**src/tes_pkg.sv**
```systemverilog
package tes_pkg;

   localparam logic [3:0] REQ_ENQUEUE    = 4'd0;
   localparam logic [3:0] REQ_POSTPONE   = 4'd1;
   localparam logic [3:0] REQ_CANCEL_DLY = 4'd2;
   localparam logic [3:0] REQ_ACTIVATE   = 4'd3;
   localparam logic [3:0] REQ_CANCEL_ACT = 4'd4;
   localparam logic [3:0] REQ_TRY        = 4'd5;
   localparam logic [3:0] REQ_FORCE      = 4'd6;
   localparam logic [3:0] REQ_SET_TIME   = 4'd7;
   localparam logic [3:0] REQ_ADVANCE    = 4'd8;

   localparam logic [1:0] STAT_DONE = 2'd0;
   localparam logic [1:0] STAT_NONE = 2'd1;
   localparam logic [1:0] STAT_FULL = 2'd2;

   localparam logic [1:0] KIND_NONE  = 2'd0;
   localparam logic [1:0] KIND_EVENT = 2'd1;
   localparam logic [1:0] KIND_ACT   = 2'd2;
   localparam logic [1:0] KIND_DELAY = 2'd3;

   typedef struct packed {
      logic ld;
      logic sh;
   } cell_ctl_type;

   function automatic logic serial_older(input logic [31:0] a, input logic [31:0] b);
      logic [31:0] d;
      d = a - b;
      return d[31];
   endfunction

endpackage

```
**src/tes_cell.sv**
```systemverilog
module tes_cell #(
   parameter int W = 8
) (
   input  logic                  clock,
   input  tes_pkg::cell_ctl_type ctl,
   input  logic [W-1:0]          new_d,
   input  logic [W-1:0]          nbr_d,
   output logic [W-1:0]          q
);
   import tes_pkg::*;

   logic [W-1:0] q_ff, q_in;

   always_comb begin
      q_in = q_ff;
      if (ctl.ld) begin
         q_in = new_d;
      end else if (ctl.sh) begin
         q_in = nbr_d;
      end
   end

   always_ff @(posedge clock) begin
      q_ff <= q_in;
   end

   assign q = q_ff;

endmodule

```
**config.mk**
```make
export PLATFORM = sky130hd
export DESIGN_NAME = tes_cell
export DESIGN_NICKNAME = d
export VERILOG_FILES = /design/src/tes_pkg.sv /design/src/tes_cell.sv
export SDC_FILE = /design/constraint.sdc
export NUM_CORES = 1
export LEC_CHECK = 0
export ABC_AREA = 1
export ABC_CLOCK_PERIOD_IN_PS = 2200
export BUFFER_PORTS_ARGS = -buffer_cell sky130_fd_sc_hd__buf_4
export CELL_PAD_IN_SITES_DETAIL_PLACEMENT = 0
export CELL_PAD_IN_SITES_GLOBAL_PLACEMENT = 1
export CORE_MARGIN = 2
export CORE_UTILIZATION = 26
export CTS_BUF_LIST = sky130_fd_sc_hd__clkbuf_16
export DETAILED_ROUTE_END_ITERATION = 10
export PLACE_DENSITY = 0.78
export SLEW_MARGIN = 20
export SYNTH_ARGS = -nofsm -noshare
export SYNTH_HDL_FRONTEND = slang
export SYNTH_SLANG_ARGS = --single-unit
```
**constraint.sdc**
```tcl
create_clock -name clock -period 2.2 [get_ports clock]
set_clock_uncertainty 0.15 [all_clocks]
set_input_delay 0.33 -clock clock [delete_from_list [all_inputs] [get_ports clock]]
set_output_delay 0.33 -clock clock [all_outputs]
set_load 0.005 [all_outputs]
```
# Word level (Yosys, flattened, before mapping)
# Cells that the tools add are included.
# op_classes
mux,2
n_reduce_logical,1
# ops
op,count
$mux 8,2
$reduce_bool 2->1,1
# word_totals
register_bits,8
input_bits,19
out_inout_bits,8
elab_cells,4

# Logic depth before layout (Yosys ltp)
# logic_depth
ltp_word,2
ltp_mapped,4
depth_no_buf,3

# Worst setup path before layout
# No wires, ideal clock.
# synth_path
path_kind,input to register
from,in ctl[1] (netlist bit)
to,"reg q_ff[0] (netlist: q[0]), enable pin"
setup_ns,0.283
arrival_ns,0.764
t_required_ns,1.767
slack_ns,1.003
path_stages,2
path_buffers,1
path_cell_list,buf_6 > or2_1
# synth_via
elab_chain_cells,1
# synth_lines
item,line,text
from (decl),tes_cell.sv:5,"input tes_pkg::cell_ctl_type ctl,"
$reduce_bool 2->1 (no source line),n/a,
to (signal assigned),tes_cell.sv:24,q_ff <= q_in;
to (decl),tes_cell.sv:12,"logic [W-1:0] q_ff, q_in;"
# Every way passes these cells.
# A chain may end at the register's enable or synchronous reset.

# Worst setup path after layout
# layout_path
from,reg q_ff[1] (netlist: q[1])
to,out q[1]
# layout_lines
item,line,text
to (decl),tes_cell.sv:8,output logic [W-1:0] q
# No word-level cell between the ends.

==> out/results.ini <==
[die]
die_h_um=40.8
initial_utilization_pct=27.4
std_cell_rows=13
io_pins=27
die_area_um2=1660
die_x_um=40.8
core_area_um2=1280

[detailed_routing]
viasPerCell=4.14
totalWireLength_um=760
wire_per_inst_um=9.74
initialDrtViolationCount=6
vias=323
dr.pass1.iters=5
remaining_drc_errors=0
antenna_left=0

[setup_path]
required_ns=1.72
crit_type=reg2out
crit_path_cell_trace=buf_4
slowest_delay_ns=0.36
slowest_stage=edfxtp_1
worstPathArrival_ns=0.73
startpoint_type=flop
end_kind=primary output
critPathBufInv=1
critPathTopFamily=flip-flops
path_max_fanout=1

[clock_tree]
cts_hold_buf=0
cts-root-buf=clkbuf_16
cts.path.max_buffers=2
path_clk_slew_ns=0.03
tritoncts=yes
htreeDepth=1
cts_made_buffers=3
post-cts-setup-buffers=0
clock_sinks=8
ctsResizeCount=0

[timing]
rsz0062_at_grt=false
setup_slack_ns=0.988
setup_tns_ns=0
hold_ws_ns=0.221
period_needed_ns=1.21
period_share_pct=55.1
finalSetupViolations=0
hold_viol=0
fmax_mhz=825
tightestPinTransition_ns=0.308
slew_viol_final=0
slew_headroom_pct=79.5

[synth]
seq_area_frac_synth_pct=68.3
netlist_instances=35
avgSynthCellArea_um2=10.0
syn_area_um2=352
synth.ff_latch_count=8
yosys_warnings=0
ys_types=5
syn_nets=54

[pwr]
clock_power_share_pct=53.4
power_density_nw_per_um2=891
p_comb_share_pct=12.3
p_leak_nw=0.321
totalPowerFinal_mw=0.561
p_sw_share_pct=16.9
ir_drop_v=0.000272
p_int_mw=0.466
p_switching_mw=0.0948
power_frac_seq_pct=34.3

[hold_path]
hold_depth=3
hold_class=in2reg
hold_end=q[7]
min_from=nbr_d[7]

[flow_run]
maxCapViolCount=0

[final_layout]
post-route-cell-area_um2=629
largest_reg_flops=8
nNetsFinal=84
drive_gt1_share_pct=47.6
diodes=0
syn_to_final_growth_pct=79.0

[grt]
grt_overflow=0
grt_max_degree=11
track_usage_pct=12.5
grt_pass1_wl_um=1170
grt_antenna_before_repair=0
met2_usage_pct=17.5
grt_use_met1_pct=12.9
met3_usage_pct=3.26
grt-busiest-layer=met4
grt_pass1_vias=283

[placement]
routabilityCongestion=0.774
dpl_cell_area_um2=554
preCtsSetupSlack_ns=0.930
port_buffers=26

[outcome]
outcome=finished, final reports clean

-- cells in the final DEF, fill, tap and decap left out --
master	n
buf_4	26
or2_1	1
nand2_1	24
edfxtp_1	8
inv_2	1
clkbuf_16	3
-- worst max-delay path by stage --
stage | startpoint | depth (start not counted) | end | slack (ns)
after detailed placement | ctl[1] | 2 | q[2] | 0.93
after global placement | ctl[1] | 2 | q[2] | 0.94
after floorplan | ctl[1] | 2 | q[0] | 1.00
after CTS | q[1] | 1 | q[1] | 0.98
final | q[1] | 1 | q[1] | 0.99
after global routing | q[1] | 1 | q[1] | 0.97
-- through the flow --
stage / instances / util (%)
floorplan: 35 / -
finish: 78 / 49.0
CTS: 78 / 49.0
detailed placement: 75 / 43.1
global placement: 75 / 43.1
global route: 78 / 49.0
-- final cells by class --
type	instances	area (µm²)
Clock buffer	3	75.1
Timing Repair Buffer	26	195
Fill cell	124	656
Multi-Input combinational cell	25	96.3
Tap cell	15	18.8
Sequential cell	8	240
Inverter	1	3.75
-- logic make-up after synthesis --
| family | synth area share [%] |
|---|---|
| flops | 68.3 |
| simple gates | 27.4 |
| buf+inv | 4.27 |
-- synth_stat cells --
cell / n / area [µm²]
buf_6: 1 / 11.3
edfxtp_1: 8 / 240
or2_1: 1 / 6.26
nand2_1: 24 / 90.1
inv_2: 1 / 3.75
-- metal layers --
metal | routed length (µm) | vias up
li1 | - | 167
met1 | 299 | 139
met2 | 368 | 14
met3 | 62 | 3
met4 | 29 | 0
met5 | 0 | -
-- power by group through the flow --
stage	logic [mW]	registers (mW)	clock network, mW
after floorplan	0.0175	0.197	0
after global placement	0.0698	0.194	0
after detailed placement	0.0696	0.195	0
after CTS	0.0699	0.192	0.303
after global routing	0.0774	0.193	0.316
final	0.0691	0.192	0.300
Note: power is estimated with default switching activity, not from simulation.
